File: src/sv/pfba_pkg.sv
package pfba_pkg;

    // Map geometry.
    localparam int NUM_PAGES   = 2048;
    localparam int PAGE_SHIFT  = 12;
    localparam int WORD_W      = 32;
    localparam int NUM_WORDS   = NUM_PAGES / WORD_W;
    localparam int WORD_AW     = $clog2(NUM_WORDS);
    localparam int BIT_W       = $clog2(WORD_W);
    localparam int IDX_W       = $clog2(NUM_PAGES);
    localparam int CNT_W       = IDX_W + 1;

    // The allocation scan looks at one slice of a word per cycle.
    localparam int CHUNK_W     = 8;
    localparam int CHUNK_SEL_W = $clog2(WORD_W / CHUNK_W);
    localparam int CHUNK_BIT_W = $clog2(CHUNK_W);

    // Field widths.
    localparam int ADDR_W      = 32;
    localparam int COUNT_W     = 12;
    localparam int TYPE_W      = 2;
    localparam int STATUS_W    = 2;
    localparam int PIDX_W      = ADDR_W - PAGE_SHIFT;
    localparam int S_TDATA_W   = ((ADDR_W + COUNT_W + 7) / 8) * 8;
    localparam int M_TDATA_W   = ADDR_W;

    // Configuration registers.
    localparam int CFG_IDX_W   = 2;
    localparam logic [CFG_IDX_W-1:0] CFG_MEMORY_BASE  = 2'd0;
    localparam logic [CFG_IDX_W-1:0] CFG_REGION_START = 2'd1;
    localparam logic [CFG_IDX_W-1:0] CFG_REGION_END   = 2'd2;

    localparam logic [ADDR_W-1:0] MEMORY_BASE_RST  = 32'h0020_0000;
    localparam logic [ADDR_W-1:0] REGION_START_RST = 32'h0020_0000;
    localparam logic [ADDR_W-1:0] REGION_END_RST   = 32'h00A0_0000;

    // Request kinds.
    localparam logic [TYPE_W-1:0] REQ_INIT  = 2'd0;
    localparam logic [TYPE_W-1:0] REQ_ALLOC = 2'd1;
    localparam logic [TYPE_W-1:0] REQ_FREE  = 2'd2;

    // Result status codes.
    localparam logic [STATUS_W-1:0] STATUS_OK           = 2'd0;
    localparam logic [STATUS_W-1:0] STATUS_NO_SPACE     = 2'd1;
    localparam logic [STATUS_W-1:0] STATUS_OUT_OF_RANGE = 2'd2;

    // Access to the bitmap memory.
    typedef struct packed {
        logic               rd_en;
        logic [WORD_AW-1:0] rd_addr;
        logic               wr_en;
        logic [WORD_AW-1:0] wr_addr;
        logic [WORD_W-1:0]  wr_data;
    } bm_req_t;

endpackage

File: src/sv/pfba_bitmap_ram.sv
module pfba_bitmap_ram
    import pfba_pkg::*;
(
    input  logic              aclk,
    input  logic              aresetn,
    input  bm_req_t           ram_req,
    output logic [WORD_W-1:0] rd_data
);

    logic [WORD_W-1:0]    mem [NUM_WORDS];
    logic [NUM_WORDS-1:0] vld_reg;
    logic [WORD_W-1:0]    rd_q_reg;
    logic                 rd_vld_reg;

    // Storage array: one write and one registered read per cycle.
    always_ff @(posedge aclk) begin
        if (ram_req.wr_en) begin
            mem[ram_req.wr_addr] <= ram_req.wr_data;
        end
        if (ram_req.rd_en) begin
            rd_q_reg <= mem[ram_req.rd_addr];
        end
    end

    // A word never written since reset reads as all pages used.
    always_ff @(posedge aclk) begin
        if (!aresetn) begin
            vld_reg    <= '0;
            rd_vld_reg <= 1'b0;
        end else begin
            if (ram_req.wr_en) begin
                vld_reg[ram_req.wr_addr] <= 1'b1;
            end
            if (ram_req.rd_en) begin
                rd_vld_reg <= vld_reg[ram_req.rd_addr];
            end
        end
    end

    assign rd_data = rd_vld_reg ? rd_q_reg : '1;

endmodule

File: src/sv/page_frame_bitmap_allocator_top.sv
// Operation: init writes every bitmap word once; free reads and then writes each touched
// word; alloc scans the bitmap 8 pages per cycle, then reads and writes each word of
// the found run.
// Requests are taken one at a time; the read-modify-write of the bitmap memory never
// reads and writes in one cycle.
// Reset: aresetn is synchronous, active low; every page reads as used after reset.
module page_frame_bitmap_allocator_top
    import pfba_pkg::*;
(
    input  logic                 aclk,
    input  logic                 aresetn,
    // Request channel.
    input  logic                 s_tvalid,
    output logic                 s_tready,
    input  logic [S_TDATA_W-1:0] s_tdata,   // page_address[31:0], page_count[43:32]
    input  logic [TYPE_W-1:0]    s_tuser,   // req_type[1:0]
    // Result channel.
    output logic                 m_tvalid,
    input  logic                 m_tready,
    output logic [M_TDATA_W-1:0] m_tdata,   // run_address[31:0]
    output logic [STATUS_W-1:0]  m_tuser,   // status[1:0]
    // Configuration writes.
    input  logic                 cfg_we,
    input  logic [CFG_IDX_W-1:0] cfg_index,
    input  logic [ADDR_W-1:0]    cfg_wdata
);

    localparam logic [2:0] ST_IDLE    = 3'd0;
    localparam logic [2:0] ST_PREP    = 3'd1;
    localparam logic [2:0] ST_SCAN    = 3'd2;
    localparam logic [2:0] ST_SW_RD   = 3'd3;
    localparam logic [2:0] ST_SW_WR   = 3'd4;
    localparam logic [2:0] ST_INIT_WR = 3'd5;
    localparam logic [2:0] ST_DONE    = 3'd6;

    localparam logic [WORD_AW-1:0]     LAST_WORD  = WORD_AW'(NUM_WORDS - 1);
    localparam logic [CHUNK_SEL_W-1:0] LAST_CHUNK = CHUNK_SEL_W'(WORD_W / CHUNK_W - 1);
    localparam logic [CNT_W-1:0]       PAGES_CNT  = CNT_W'(NUM_PAGES);

    logic [2:0]             state_reg, state_next;
    logic [ADDR_W-1:0]      memory_base_reg, region_start_reg, region_end_reg;
    logic [TYPE_W-1:0]      req_type_reg, req_type_next;
    logic [COUNT_W-1:0]     count_reg, count_next;
    logic [PIDX_W-1:0]      a_idx_reg, a_idx_next;
    logic [CNT_W-1:0]       lo_reg, lo_next;
    logic [CNT_W-1:0]       hi_reg, hi_next;
    logic [WORD_AW-1:0]     word_reg, word_next;
    logic [CHUNK_SEL_W-1:0] chunk_reg, chunk_next;
    logic [CNT_W-1:0]       run_reg, run_next;
    logic                   clear_mode_reg, clear_mode_next;
    logic [STATUS_W-1:0]    status_reg, status_next;
    logic                   m_tvalid_reg, m_tvalid_next;
    logic [M_TDATA_W-1:0]   m_tdata_reg, m_tdata_next;
    logic [STATUS_W-1:0]    m_tuser_reg, m_tuser_next;

    bm_req_t                ram_req;
    logic [WORD_W-1:0]      rd_data;

    logic [PIDX_W-1:0]      req_idx;
    logic [PIDX_W-1:0]      rs_idx, re_idx;
    logic [CNT_W-1:0]       rs_clip, re_clip;
    logic [PIDX_W:0]        free_end;
    logic [CNT_W-1:0]       hi_m1;
    logic [WORD_AW-1:0]     sweep_last;
    logic [WORD_W-1:0]      word_mask;
    logic [CHUNK_W-1:0]     chunk_bits;
    logic [CNT_W-1:0]       scan_run;
    logic                   scan_hit;
    logic [CHUNK_BIT_W-1:0] scan_hit_bit;
    logic [IDX_W-1:0]       hit_idx;
    logic                   out_free;

    // Pages of one word that fall inside [lo, hi).
    function automatic logic [WORD_W-1:0] range_mask(
        input logic [WORD_AW-1:0] w,
        input logic [CNT_W-1:0]   lo,
        input logic [CNT_W-1:0]   hi
    );
        logic [WORD_W-1:0] m;
        logic [CNT_W-1:0]  idx;
        for (int j = 0; j < WORD_W; j++) begin
            idx  = CNT_W'({w, BIT_W'(j)});
            m[j] = (idx >= lo) && (idx < hi);
        end
        return m;
    endfunction

    // Page index of an address, relative to the memory base.
    function automatic logic [PIDX_W-1:0] page_index(
        input logic [ADDR_W-1:0] addr,
        input logic [ADDR_W-1:0] base
    );
        logic [ADDR_W-1:0] off;
        off = addr - base;
        return off[ADDR_W-1:PAGE_SHIFT];
    endfunction

    function automatic logic [CNT_W-1:0] clip_index(input logic [PIDX_W-1:0] idx);
        return (idx > PIDX_W'(NUM_PAGES)) ? PAGES_CNT : idx[CNT_W-1:0];
    endfunction

    pfba_bitmap_ram u_bitmap (
        .aclk    (aclk),
        .aresetn (aresetn),
        .ram_req (ram_req),
        .rd_data (rd_data)
    );

    // Index arithmetic for requests and the init region.
    assign req_idx    = page_index(s_tdata[ADDR_W-1:0], memory_base_reg);
    assign rs_idx     = page_index(region_start_reg, memory_base_reg);
    assign re_idx     = page_index(region_end_reg, memory_base_reg);
    assign rs_clip    = clip_index(rs_idx);
    assign re_clip    = clip_index(re_idx);
    assign free_end   = {1'b0, a_idx_reg} + (PIDX_W + 1)'(count_reg);
    assign hi_m1      = hi_reg - 1'b1;
    assign sweep_last = hi_m1[IDX_W-1:BIT_W];
    assign word_mask  = range_mask(word_reg, lo_reg, hi_reg);
    assign out_free   = !m_tvalid_reg || m_tready;

    // Scan step: follow the free-run length over one slice of the current word.
    assign chunk_bits = rd_data[chunk_reg*CHUNK_W +: CHUNK_W];
    always_comb begin
        scan_run     = run_reg;
        scan_hit     = 1'b0;
        scan_hit_bit = '0;
        for (int j = 0; j < CHUNK_W; j++) begin
            if (!scan_hit) begin
                if (chunk_bits[j]) begin
                    scan_run = '0;
                end else begin
                    scan_run = scan_run + 1'b1;
                end
                if (scan_run == count_reg) begin
                    scan_hit     = 1'b1;
                    scan_hit_bit = CHUNK_BIT_W'(j);
                end
            end
        end
    end
    assign hit_idx = {word_reg, chunk_reg, scan_hit_bit};

    // Request sequencer. Writes of one word always finish before the next word
    // or the next request reads, so accesses to one entry never overlap.
    always_comb begin
        state_next      = state_reg;
        req_type_next   = req_type_reg;
        count_next      = count_reg;
        a_idx_next      = a_idx_reg;
        lo_next         = lo_reg;
        hi_next         = hi_reg;
        word_next       = word_reg;
        chunk_next      = chunk_reg;
        run_next        = run_reg;
        clear_mode_next = clear_mode_reg;
        status_next     = status_reg;
        ram_req         = '0;
        ram_req.rd_addr = word_reg;
        ram_req.wr_addr = word_reg;
        ram_req.wr_data = clear_mode_reg ? (rd_data & ~word_mask) : (rd_data | word_mask);

        case (state_reg)
            ST_IDLE: begin
                if (s_tvalid) begin
                    req_type_next = s_tuser;
                    count_next    = s_tdata[ADDR_W +: COUNT_W];
                    a_idx_next    = req_idx;
                    status_next   = STATUS_OK;
                    state_next    = ST_PREP;
                end
            end
            ST_PREP: begin
                word_next = '0;
                case (req_type_reg)
                    REQ_INIT: begin
                        lo_next    = rs_clip;
                        hi_next    = re_clip;
                        state_next = ST_INIT_WR;
                    end
                    REQ_ALLOC: begin
                        if (count_reg == '0 || count_reg > COUNT_W'(NUM_PAGES)) begin
                            status_next = STATUS_NO_SPACE;
                            state_next  = ST_DONE;
                        end else begin
                            ram_req.rd_en   = 1'b1;
                            ram_req.rd_addr = '0;
                            chunk_next      = '0;
                            run_next        = '0;
                            state_next      = ST_SCAN;
                        end
                    end
                    REQ_FREE: begin
                        clear_mode_next = 1'b1;
                        if (a_idx_reg < PIDX_W'(NUM_PAGES)) begin
                            lo_next = a_idx_reg[CNT_W-1:0];
                            if (free_end > (PIDX_W + 1)'(NUM_PAGES)) begin
                                hi_next     = PAGES_CNT;
                                status_next = STATUS_OUT_OF_RANGE;
                            end else begin
                                hi_next = free_end[CNT_W-1:0];
                            end
                        end else begin
                            // Out-of-map start; only a wrap past the top of the
                            // index space reaches pages in the map again.
                            lo_next = '0;
                            if (count_reg != '0) begin
                                status_next = STATUS_OUT_OF_RANGE;
                            end
                            if (free_end[PIDX_W]) begin
                                hi_next = clip_index(free_end[PIDX_W-1:0]);
                            end else begin
                                hi_next = '0;
                            end
                        end
                        state_next = ST_SW_RD;
                    end
                    default: begin
                        state_next = ST_DONE;
                    end
                endcase
            end
            ST_SCAN: begin
                if (scan_hit) begin
                    // The sweep restarts from the first word of the found run.
                    lo_next         = CNT_W'(hit_idx) + 1'b1 - count_reg;
                    hi_next         = CNT_W'(hit_idx) + 1'b1;
                    word_next       = '0;
                    clear_mode_next = 1'b0;
                    state_next      = ST_SW_RD;
                end else begin
                    run_next = scan_run;
                    if (chunk_reg == LAST_CHUNK) begin
                        if (word_reg == LAST_WORD) begin
                            status_next = STATUS_NO_SPACE;
                            state_next  = ST_DONE;
                        end else begin
                            ram_req.rd_en   = 1'b1;
                            ram_req.rd_addr = word_reg + 1'b1;
                            word_next       = word_reg + 1'b1;
                            chunk_next      = '0;
                        end
                    end else begin
                        chunk_next = chunk_reg + 1'b1;
                    end
                end
            end
            ST_SW_RD: begin
                if (lo_reg >= hi_reg) begin
                    state_next = ST_DONE;
                end else begin
                    ram_req.rd_en   = 1'b1;
                    ram_req.rd_addr = lo_reg[IDX_W-1:BIT_W] > word_reg ?
                                      lo_reg[IDX_W-1:BIT_W] : word_reg;
                    word_next       = ram_req.rd_addr;
                    state_next      = ST_SW_WR;
                end
            end
            ST_SW_WR: begin
                ram_req.wr_en = 1'b1;
                if (word_reg == sweep_last) begin
                    state_next = ST_DONE;
                end else begin
                    word_next  = word_reg + 1'b1;
                    state_next = ST_SW_RD;
                end
            end
            ST_INIT_WR: begin
                ram_req.wr_en   = 1'b1;
                ram_req.wr_data = ~word_mask;
                if (word_reg == LAST_WORD) begin
                    state_next = ST_DONE;
                end else begin
                    word_next = word_reg + 1'b1;
                end
            end
            ST_DONE: begin
                if (out_free) begin
                    state_next = ST_IDLE;
                end
            end
            default: begin
                state_next = ST_IDLE;
            end
        endcase
    end

    // Result register: takes a new result once the previous one has left.
    always_comb begin
        m_tvalid_next = m_tvalid_reg;
        m_tdata_next  = m_tdata_reg;
        m_tuser_next  = m_tuser_reg;
        if (m_tvalid_reg && m_tready) begin
            m_tvalid_next = 1'b0;
        end
        if (state_reg == ST_DONE && out_free) begin
            m_tvalid_next = 1'b1;
            m_tuser_next  = status_reg;
            if (req_type_reg == REQ_ALLOC && status_reg == STATUS_OK) begin
                m_tdata_next = memory_base_reg + (ADDR_W'(lo_reg) << PAGE_SHIFT);
            end else begin
                m_tdata_next = '0;
            end
        end
    end

    // Control state and configuration registers.
    always_ff @(posedge aclk) begin
        if (!aresetn) begin
            state_reg        <= ST_IDLE;
            m_tvalid_reg     <= 1'b0;
            memory_base_reg  <= MEMORY_BASE_RST;
            region_start_reg <= REGION_START_RST;
            region_end_reg   <= REGION_END_RST;
        end else begin
            state_reg    <= state_next;
            m_tvalid_reg <= m_tvalid_next;
            if (cfg_we) begin
                case (cfg_index)
                    CFG_MEMORY_BASE:  memory_base_reg  <= cfg_wdata;
                    CFG_REGION_START: region_start_reg <= cfg_wdata;
                    CFG_REGION_END:   region_end_reg   <= cfg_wdata;
                    default: begin
                    end
                endcase
            end
        end
    end

    // Working registers of the current request.
    always_ff @(posedge aclk) begin
        req_type_reg   <= req_type_next;
        count_reg      <= count_next;
        a_idx_reg      <= a_idx_next;
        lo_reg         <= lo_next;
        hi_reg         <= hi_next;
        word_reg       <= word_next;
        chunk_reg      <= chunk_next;
        run_reg        <= run_next;
        clear_mode_reg <= clear_mode_next;
        status_reg     <= status_next;
        m_tdata_reg    <= m_tdata_next;
        m_tuser_reg    <= m_tuser_next;
    end

    assign s_tready = (state_reg == ST_IDLE);
    assign m_tvalid = m_tvalid_reg;
    assign m_tdata  = m_tdata_reg;
    assign m_tuser  = m_tuser_reg;

    // The bitmap is written only by the sweep and init states.
    assert property (@(posedge aclk) disable iff (!aresetn)
        ram_req.wr_en |-> (state_reg == ST_SW_WR || state_reg == ST_INIT_WR))
        else $error("bitmap write outside a write state");

    // A read and a write of the bitmap never share a cycle.
    assert property (@(posedge aclk) disable iff (!aresetn)
        !(ram_req.wr_en && ram_req.rd_en))
        else $error("bitmap read and write in the same cycle");

    // The free run carried into a scan step is shorter than the requested count.
    assert property (@(posedge aclk) disable iff (!aresetn)
        (state_reg == ST_SCAN) |-> (run_reg < count_reg))
        else $error("scan run length reached the count without a hit");

    // A sweep write stays within the words of the page range.
    assert property (@(posedge aclk) disable iff (!aresetn)
        (state_reg == ST_SW_WR) |->
            (word_reg >= lo_reg[IDX_W-1:BIT_W] && word_reg <= sweep_last))
        else $error("sweep write outside the page range");

    // A result is only loaded from the done state.
    assert property (@(posedge aclk) disable iff (!aresetn)
        $rose(m_tvalid_reg) |-> $past(state_reg) == ST_DONE)
        else $error("result raised outside the done state");

endmodule
File: config.mk
export PLATFORM = sky130hd
export DESIGN_NAME = page_frame_bitmap_allocator_top
export DESIGN_NICKNAME = d
export VERILOG_FILES = /design/src/sv/pfba_pkg.sv /design/src/sv/pfba_bitmap_ram.sv /design/src/sv/page_frame_bitmap_allocator_top.sv
export SDC_FILE = /design/constraint.sdc
export NUM_CORES = 2
export LEC_CHECK = 0
export ABC_AREA = 1
export BUFFER_PORTS_ARGS = -buffer_cell sky130_fd_sc_hd__buf_2
export CAP_MARGIN = 20
export CORE_ASPECT_RATIO = 1.75
export CORE_UTILIZATION = 46
export CTS_BUF_LIST = sky130_fd_sc_hd__clkbuf_8
export DETAILED_ROUTE_END_ITERATION = 7
export PLACE_DENSITY = 0.73
export RECOVER_POWER = 100
export SLEW_MARGIN = 20
export SYNTH_ARGS = -nofsm -noshare
export SYNTH_HDL_FRONTEND = slang
export SYNTH_SLANG_ARGS = --single-unit
File: constraint.sdc
create_clock -name aclk -period 11.89 [get_ports aclk]
set_input_delay 0.5945 -clock aclk [delete_from_list [all_inputs] [get_ports aclk]]
set_output_delay 0.5945 -clock aclk [all_outputs]
set_load 0.02 [all_outputs]
# After elaboration in Yosys (flattened, before gate mapping)
# Memories as Yosys holds them, arrays and structs flattened. A register that Yosys moved wholly into a read port is not among the register bits.
# Cells that the tools add are included.
dict set report classes {
  n_addsub 18
  magnitude_cmp 75
  n_eq_ne 39
  shifts 1
  muxes 123
  n_bitwise 4
  n_reduce_logical 61
}
# op count
set ops {}
lappend ops {{two-way mux 12 bit} 34}
lappend ops {{>= comparator 11 x 12 -> 1 bit} 32}
lappend ops {{less-than comparator 11 x 12 -> 1 bit} 32}
lappend ops {{one-hot mux 12 bit (2 select lines)} 5}
lappend ops {{adder 12 x 1 -> 12 bit, second input constant} 8}
lappend ops {{== test 12 bit} 8}
lappend ops {{two-way mux 32 bit} 3}
lappend ops {{subtractor 32 bit} 3}
lappend ops {{OR 64 bit} 1}
lappend ops {{> comparator 20 x 12 -> 1 bit, second input constant} 3}
lappend ops {{two-way mux 3 bit} 19}
lappend ops {{two-way mux 7 bit} 6}
lappend ops {{logical AND 1 bit} 36}
lappend ops {{two-way mux 6 bit} 6}
lappend ops {{adder 32 x 24 -> 32 bit} 1}
lappend ops {{AND 32 bit} 1}
lappend ops {{NOT 32 bit} 1}
lappend ops {{OR 32 bit} 1}
lappend ops {{indexed part select 32 x 6 -> 8 bit} 1}
lappend ops {{one-hot mux 6 bit (5 select lines)} 1}
lappend ops {{two-way mux 2 bit} 14}
lappend ops {{two-way mux 1 bit} 26}
lappend ops {{adder 20 x 12 -> 21 bit} 1}
lappend ops {{> comparator 21 x 12 -> 1 bit, second input constant} 1}
lappend ops {{other kinds (47)} 77}
dict set report totals {
  ff_bits 280
  ramBits 2048
  in_bits 89
  out_inout_bits 36
  elab_cells 341
  memories 1
}
# memory depth word_bits read_ports rd_ports_with_merged_regs write_ports line
set memory_table {}
lappend memory_table {u_bitmap.mem 64 32 1 1 1 pfba_bitmap_ram.sv:10} ;# logic [WORD_W-1:0] mem [NUM_WORDS];

# Longest topological paths before layout
dict set report logic_depth {
  depth_word 37
  mapped_depth 94
  depth_no_buf 91
}

# Cells and area by module
# Synthesis repeated with hierarchy kept, for this count alone.
dict set report hier_totals {
  cells_unflattened 10225
  hier_area_um2 107305.4
}
# mod instances cells_each area_per_inst_um2 seq_area_each_um2
set modules_own_cells {}
lappend modules_own_cells {pfba_bitmap_ram 1 6699 84517.3 63761.2}
lappend modules_own_cells {page_frame_bitmap_allocator_top 1 3526 22788.1 5455.2}

# Worst setup path after synthesis
# Ideal clock, no wire load.
dict set report synth_timing {
  path_kind {reg-to-reg}
  start {register run_reg[0]}
  end {register lo_reg[11], data pin}
  setup_time_ns 0.270
  t_arrival_ns 9.318
  required_time_ns 11.620
  path_slack_ns 2.302
  stages_incl_launch_ff 87
  n_path_buf 3
  synth_period_minus_slack_ns 9.588
  path_cell_list {edfxtp_1 > ha_1 > xor2_2 > nand3_2 > nand2_1 > nand2_1 > nor2_1 > nand2_1 > nor2_1 > nand2_1 > buf_4 > nand2_1 > nand2_2 > ha_1 > nand2_1 > nand3b_1 > nand2_1 > ha_1 > [51 not listed] > a21oi_1 > and2_1 > inv_1 > a21oi_1 > o21bai_1 > a21oi_1 > o21bai_1 > a21oi_1 > inv_1 > a21oi_1 > or2_2 > inv_1 > nor2_1 > nor2_1 > nor2_1 > xor2_1 > xor2_1 > o21ai_0}
}
dict set report synth_via {
  elab_chain_cells 36
  elab_cells_between_ends 68
  cone_classes {add/sub: 10; eq/ne: 8; mux: 50}
}
# item line
set synth_lines {}
lappend synth_lines {{start: declaration} page_frame_bitmap_allocator_top.sv:49} ;# logic [CNT_W-1:0] run_reg, run_next;
lappend synth_lines {{start signal: assignment} page_frame_bitmap_allocator_top.sv:338} ;# run_reg <= run_next;
lappend synth_lines {{adder 12 x 1 -> 12 bit (*)} page_frame_bitmap_allocator_top.sv:132} ;# scan_run = scan_run + 1'b1;
lappend synth_lines {{two-way mux 12 bit (*)} page_frame_bitmap_allocator_top.sv:129} ;# if (chunk_bits[j]) begin
lappend synth_lines {{adder 12 x 1 -> 12 bit} page_frame_bitmap_allocator_top.sv:132}
lappend synth_lines {{two-way mux 12 bit} page_frame_bitmap_allocator_top.sv:129}
lappend synth_lines {{two-way mux 12 bit (2 in a row)} page_frame_bitmap_allocator_top.sv:128} ;# if (!scan_hit) begin
lappend synth_lines {{adder 12 x 1 -> 12 bit} page_frame_bitmap_allocator_top.sv:132}
lappend synth_lines {{two-way mux 12 bit} page_frame_bitmap_allocator_top.sv:129}
lappend synth_lines {{two-way mux 12 bit (2 in a row)} page_frame_bitmap_allocator_top.sv:128}
lappend synth_lines {{[19 not listed]} -}
lappend synth_lines {{== test 12 bit} page_frame_bitmap_allocator_top.sv:134} ;# if (scan_run == count_reg) begin
lappend synth_lines {{two-way mux 3 bit} page_frame_bitmap_allocator_top.sv:134}
lappend synth_lines {{two-way mux 3 bit (*)} page_frame_bitmap_allocator_top.sv:128}
lappend synth_lines {{adder 11 x 1 -> 12 bit (*)} page_frame_bitmap_allocator_top.sv:225} ;# lo_next = CNT_W'(hit_idx) + 1'b1 - count_reg;
lappend synth_lines {{subtractor 12 bit (*)} page_frame_bitmap_allocator_top.sv:225}
lappend synth_lines {{two-way mux 12 bit (*)} page_frame_bitmap_allocator_top.sv:223} ;# if (scan_hit) begin
lappend synth_lines {{one-hot mux 12 bit (2 select lines) (*)} page_frame_bitmap_allocator_top.sv:162} ;# case (state_reg)
lappend synth_lines {{named net lo_next[11]} page_frame_bitmap_allocator_top.sv:45} ;# logic [CNT_W-1:0] lo_reg, lo_next;
lappend synth_lines {{end signal: assignment} page_frame_bitmap_allocator_top.sv:334} ;# lo_reg <= lo_next;
lappend synth_lines {{end: declaration} page_frame_bitmap_allocator_top.sv:45}
# Mark *: on every way through the listed nets, which the timed path passes. The rest lies on a longest branch. The select of a mux whose other input is x is not followed.
# A chain may end at the register's enable or synchronous reset.

# Worst setup path after layout
dict set report layout_timing {
  start {register chunk_reg[0]}
  end {register lo_reg[11], data pin}
}
dict set report layout_via {
  elab_chain_cells 36
  elab_cells_between_ends 68
  cone_classes {add/sub: 9; eq/ne: 8; shift: 1; mux: 50}
}
# item line
set layout_lines {}
lappend layout_lines {{start: declaration} page_frame_bitmap_allocator_top.sv:48} ;# logic [CHUNK_SEL_W-1:0] chunk_reg, chunk_next;
lappend layout_lines {{start signal: assignment} page_frame_bitmap_allocator_top.sv:337} ;# chunk_reg <= chunk_next;
lappend layout_lines {{indexed part select 32 x 6 -> 8 bit} page_frame_bitmap_allocator_top.sv:122} ;# assign chunk_bits = rd_data[chunk_reg*CHUNK_W +: CHUNK_W];
lappend layout_lines {{two-way mux 12 bit} page_frame_bitmap_allocator_top.sv:129}
lappend layout_lines {{adder 12 x 1 -> 12 bit} page_frame_bitmap_allocator_top.sv:132}
lappend layout_lines {{two-way mux 12 bit} page_frame_bitmap_allocator_top.sv:129}
lappend layout_lines {{two-way mux 12 bit (2 in a row)} page_frame_bitmap_allocator_top.sv:128}
lappend layout_lines {{adder 12 x 1 -> 12 bit} page_frame_bitmap_allocator_top.sv:132}
lappend layout_lines {{two-way mux 12 bit} page_frame_bitmap_allocator_top.sv:129}
lappend layout_lines {{two-way mux 12 bit (2 in a row)} page_frame_bitmap_allocator_top.sv:128}
lappend layout_lines {{[19 not listed]} -}
lappend layout_lines {{== test 12 bit} page_frame_bitmap_allocator_top.sv:134}
lappend layout_lines {{two-way mux 3 bit} page_frame_bitmap_allocator_top.sv:134}
lappend layout_lines {{two-way mux 3 bit} page_frame_bitmap_allocator_top.sv:128}
lappend layout_lines {{adder 11 x 1 -> 12 bit (*)} page_frame_bitmap_allocator_top.sv:225}
lappend layout_lines {{subtractor 12 bit (*)} page_frame_bitmap_allocator_top.sv:225}
lappend layout_lines {{two-way mux 12 bit (*)} page_frame_bitmap_allocator_top.sv:223}
lappend layout_lines {{one-hot mux 12 bit (2 select lines) (*)} page_frame_bitmap_allocator_top.sv:162}
lappend layout_lines {{named net lo_next[11]} page_frame_bitmap_allocator_top.sv:45}
# Marks and branches as above.

==> summary.txt <==
Logic synthesis
  – Cells after synthesis: ~9,600
  – Sequential share of the synthesized area: 0.639
  – Commonest register cell after synthesis: sky130_fd_sc_hd__edfxtp_1
  – EDFF count, synth: about 2,200
  – Count of warnings emitted by yosys: 0
  – Share of flip-flops with an asynchronous set or reset: 0
  – FF+latch count, synth: 2,360
  – Synthesized cell area: 108,000 um2
  – Count of distinct cell types in the synthesized netlist: 70
  – Syn Area/Cell: roughly 11 um2
  – Post-synthesis net count: around 10,000

Status
  – Violations in the final reports: capacitance limit, slew limit
  – Run status: finished, violations left

Timing
  – Slew Limit Headroom: -2.05
  – Clock skew: 0.144 ns
  – RSZ-0062 raised after global routing: true
  – Setup TNS Final: 0 ns
  – Tcrit/Tclk final: 0.941
  – Hold Fails Final Rpt: 0
  – Max-slew violation count: 243
  – Worst hold slack: approximately 0.068 ns
  – Total setup violations reported at the end of the flow: 0
  – Achievable frequency: 89.4 MHz
  – Final critical delay including setup and external delays: 11.18 ns
  – Slew @ Worst Pin: 4.57 ns

Critical path
  – WP buf/inv: 10
  – Logic depth of the worst setup path including buffers: 80
  – Destination of the worst register-to-register timing path: lo_reg[11]
  – Worst-case reg-to-reg path depth: 80
  – Worst setup endpoint: lo_reg[11]
  – Critical path startpoint: chunk_reg[0]
  – Category of the worst setup path launch point: register
  – Worst-case register-to-register setup slack: 0.71 ns
  – Worst path required time: 12.60 ns
  – Endpoint arrival time on the critical path: 11.89 ns
  – Crit-path max cell delay: approximately 0.43 ns
  – Startpoint of the most critical register-to-register path: chunk_reg[0]
  – Kind of end point of the critical path: register
  – Cell seen most often among critical-path stages: sky130_fd_sc_hd__nand2_1
  – Critical path peak fanout: 21
  – Largest delay share family, worst path: simple AND/OR/NAND/NOR gates
  – Library cell contributing the largest single delay on the critical path: sky130_fd_sc_hd__edfxtp_1
  – Critical setup path kind: register to register

Hold path
  – Min-delay worst type: primary input to register

GRT
  – Total congestion overflow after global routing: 0
  – Maximum number of pins on one net before global-route repair: 164
  – Global-route wire length before repair: 507 mm
  – Antenna violations before repair: 15
  – GRT Overall Usage: 0.289
  – Via count of the first global-routing pass: about 79,000

Layout
  – Layout cells sized above 1: 0.133
  – Synth-to-Final Area Change: 11.5%
  – Flip-flop and latch area: 69,200 um2
  – Multi-input gate area in the final layout: 34,600 um2
  – Final core utilization: 0.516
  – Number of filler cells placed in the layout: 19,900
  – Flip-flop count of the largest register, all copies and words added: 2,048
  – Nets: between 10,000 and 15,000

Route
  – Routed length per instance: 26.4 um
  – 1st-iter DRT viols: between 8,000 and 9,000
  – Routed vias: 80,000
  – Number of design rule violations left after detail routing: 0
  – Routed wire length: ~350 mm
  – First-pass DRT Iterations: 6
  – Antenna-violating nets left: 0
  – Via density per instance: about 6

Job
  – Number of max-capacitance violations reported: 6

Clocking
  – Maximum clock path buffer count: 4
  – Master cell of the clock root buffer: sky130_fd_sc_hd__clkbuf_8
  – CTS tree: yes
  – Clock transition at the registers of the reported paths: 0.07 ns
  – Total number of clock tree sinks: about 2,400
  – H-tree level count: 5
  – Total clock buffers created by CTS: 321
  – Clock network latency to the later pin of the worst-skew pair: 1.04 ns

Floorplan
  – Starting density of the core: 0.463
  – Floorplan die area: approximately 240,000 um2
  – Placement row count: 235
  – Top Ports: between 100 and 150
  – Area of the placeable core: 234,000 um2
  – X dimension of the die: 369 um
  – Y dimension of the die: 644 um

Place
  – Final RePlAce weighted congestion: between 0.9 and 1
  – Placed wire-length estimate after detailed placement: 217 mm
  – Number of input and output port buffers inserted: 120
## cell type report
type	instances	area share
Sequential cell	2360	0.573
Inverter	574	0.0182
Timing Repair Buffer	602	0.0403
Clock inverter	223	0.0109
Multi-Input combinational cell	6086	0.287
Tap cell	3081	0.0319
Antenna cell	13	0.000269
Clock buffer	337	0.0384
## worst register-to-register path, delay by kind of cell, from the launching register on
family | cells | cell delay, ns
adder cells (fa/ha/maj) | 3 | 0.71
buffers and inverters | 10 | 1.49
AND/OR/NAND/NOR | 52 | 5.98
AO/OA/AOI/OAI | 12 | 1.85
flip-flops | 1 | 0.43
XOR/XNOR | 3 | 0.48
## synth_stat cells, drive strengths merged (3+ instances only)
cell / number / area share
edfxtp: 2195 / 0.61
nor2: 1099 / 0.039
nand2: 1059 / 0.038
o211ai: 1054 / 0.076
nand3: 834 / 0.039
o21ai: 764 / 0.036
inv: 555 / 0.019
or2: 453 / 0.026
buf: 305 / 0.017
clkbuf: 282 / 0.0099
a21oi: 244 / 0.011
ha: 171 / 0.020
dfxtp: 165 / 0.031
nand4: 101 / 0.0058
xor2: 84 / 0.0069
xnor2: 35 / 0.0028
nor3: 34 / 0.0016
nand3b: 31 / 0.0021
clkinv: 19 / 0.00066
o21bai: 19 / 0.0013
a31oi: 18 / 0.0010
nor4: 12 / 0.00069
a211oi: 9 / 0.00062
o2111ai: 6 / 0.00049
o21a: 6 / 0.00042
o221ai: 5 / 0.00040
a2111oi: 4 / 0.00032
a21o: 4 / 0.00028
a221oi: 4 / 0.00032
a22oi: 3 / 0.00025
fa: 3 / 0.00055
nor4b: 3 / 0.00024
o311ai: 3 / 0.00024
o31ai: 3 / 0.00021
## how the worst min path moves through the flow
| stage | startpoint | to | depth (start not counted) |
|---|---|---|---|
| 6_report | cfg_index[1] | memory_base_reg[21] | 3 |
| 3_5_place_dp | u_bitmap.vld_reg[26] | u_bitmap.vld_reg[26] | 2 |
| 5_1_grt | s_tdata[14] | a_idx_reg[2] | 3 |
| 4_1_cts | s_tdata[11] | a_idx_reg[0] | 4 |
| 2_1_floorplan | status_reg[0] | m_tuser[0] | 0 |
| 3_3_place_gp | region_end_reg[0] | region_end_reg[0] | 2 |
## per-layer routing
layer,track usage,vias to the layer above,routed length [um]
met3,0.0371,1129,25300
met2,0.506,4132,176000
met4,0.269,0,36600
li1,-,35600,-
met5,0,-,0
met1,0.297,39100,113000
## timing repair
item,in CTS,in global routing
setup buffers,0,13
endpoints found under the setup margin,0,39
resized for setup,0,69
endpoints found under the hold margin,113,0
hold buffers,50,0
## stage by stage
step / setup slack [ns] / std cells / area [um2]
after floorplan: 2.30 / 9607 / 108000
after detailed placement: 0.208 / 12600 / 114000
final: 0.706 / 13300 / 121000
after global placement: 0.00181 / 12600 / 114000
after CTS: 0.0505 / 13200 / 120000
after global routing: -0.0838 / 13300 / 121000
## logic make-up after synthesis
family / count (synthesis) / share of synthesized area
AND/OR/NAND/NOR: 3632 / 0.154
XOR/XNOR: 119 / 0.00970
buffers and inverters: 1161 / 0.0469
AO/OA/AOI/OAI: 2160 / 0.130
multiplexers: 1 / 0.0000925
flip-flops: 2360 / 0.639
adder cells (fa/ha/maj): 174 / 0.0203
## cell usage in the layout (no fill, tap or decap), types with 17 or more instances in the layout
master | netlist | layout
sky130_fd_sc_hd__o211ai_1 | 993 | 993
sky130_fd_sc_hd__inv_2 | 24 | 57
sky130_fd_sc_hd__nand3_1 | 816 | 808
sky130_fd_sc_hd__nor2_1 | 1068 | 1005
sky130_fd_sc_hd__o21ai_0 | 720 | 719
sky130_fd_sc_hd__or2_0 | 247 | 247
sky130_fd_sc_hd__edfxtp_1 | 2195 | 2195
sky130_fd_sc_hd__nand3b_1 | 31 | 31
sky130_fd_sc_hd__clkbuf_1 | 273 | 44
sky130_fd_sc_hd__nand2_1 | 1013 | 1008
sky130_fd_sc_hd__ha_1 | 171 | 168
sky130_fd_sc_hd__xor2_1 | 83 | 82
sky130_fd_sc_hd__or2_2 | 100 | 100
sky130_fd_sc_hd__buf_2 | 203 | 82
sky130_fd_sc_hd__xnor2_1 | 35 | 35
sky130_fd_sc_hd__o211ai_2 | 61 | 61
sky130_fd_sc_hd__nand4_1 | 101 | 101
sky130_fd_sc_hd__inv_1 | 530 | 555
sky130_fd_sc_hd__clkbuf_8 | 0 | 337
sky130_fd_sc_hd__clkinv_1 | 19 | 98
sky130_fd_sc_hd__dfxtp_1 | 165 | 164
sky130_fd_sc_hd__buf_4 | 42 | 375
sky130_fd_sc_hd__a31oi_1 | 18 | 17
sky130_fd_sc_hd__o21ai_1 | 37 | 34
sky130_fd_sc_hd__nand3_2 | 17 | 24
sky130_fd_sc_hd__nor3_1 | 34 | 34
sky130_fd_sc_hd__dlygate4sd3_1 | 0 | 50
sky130_fd_sc_hd__nor2_2 | 26 | 38
sky130_fd_sc_hd__o21bai_1 | 19 | 19
sky130_fd_sc_hd__nand2_2 | 40 | 44
sky130_fd_sc_hd__buf_12 | 0 | 46
sky130_fd_sc_hd__clkinv_2 | 0 | 51
sky130_fd_sc_hd__or2_1 | 106 | 106
sky130_fd_sc_hd__a21oi_1 | 242 | 238
sky130_fd_sc_hd__nor2_4 | 5 | 56
Power is not shown: default switching activity piles up to over one toggle a cycle in this logic, so the estimate is an artifact.
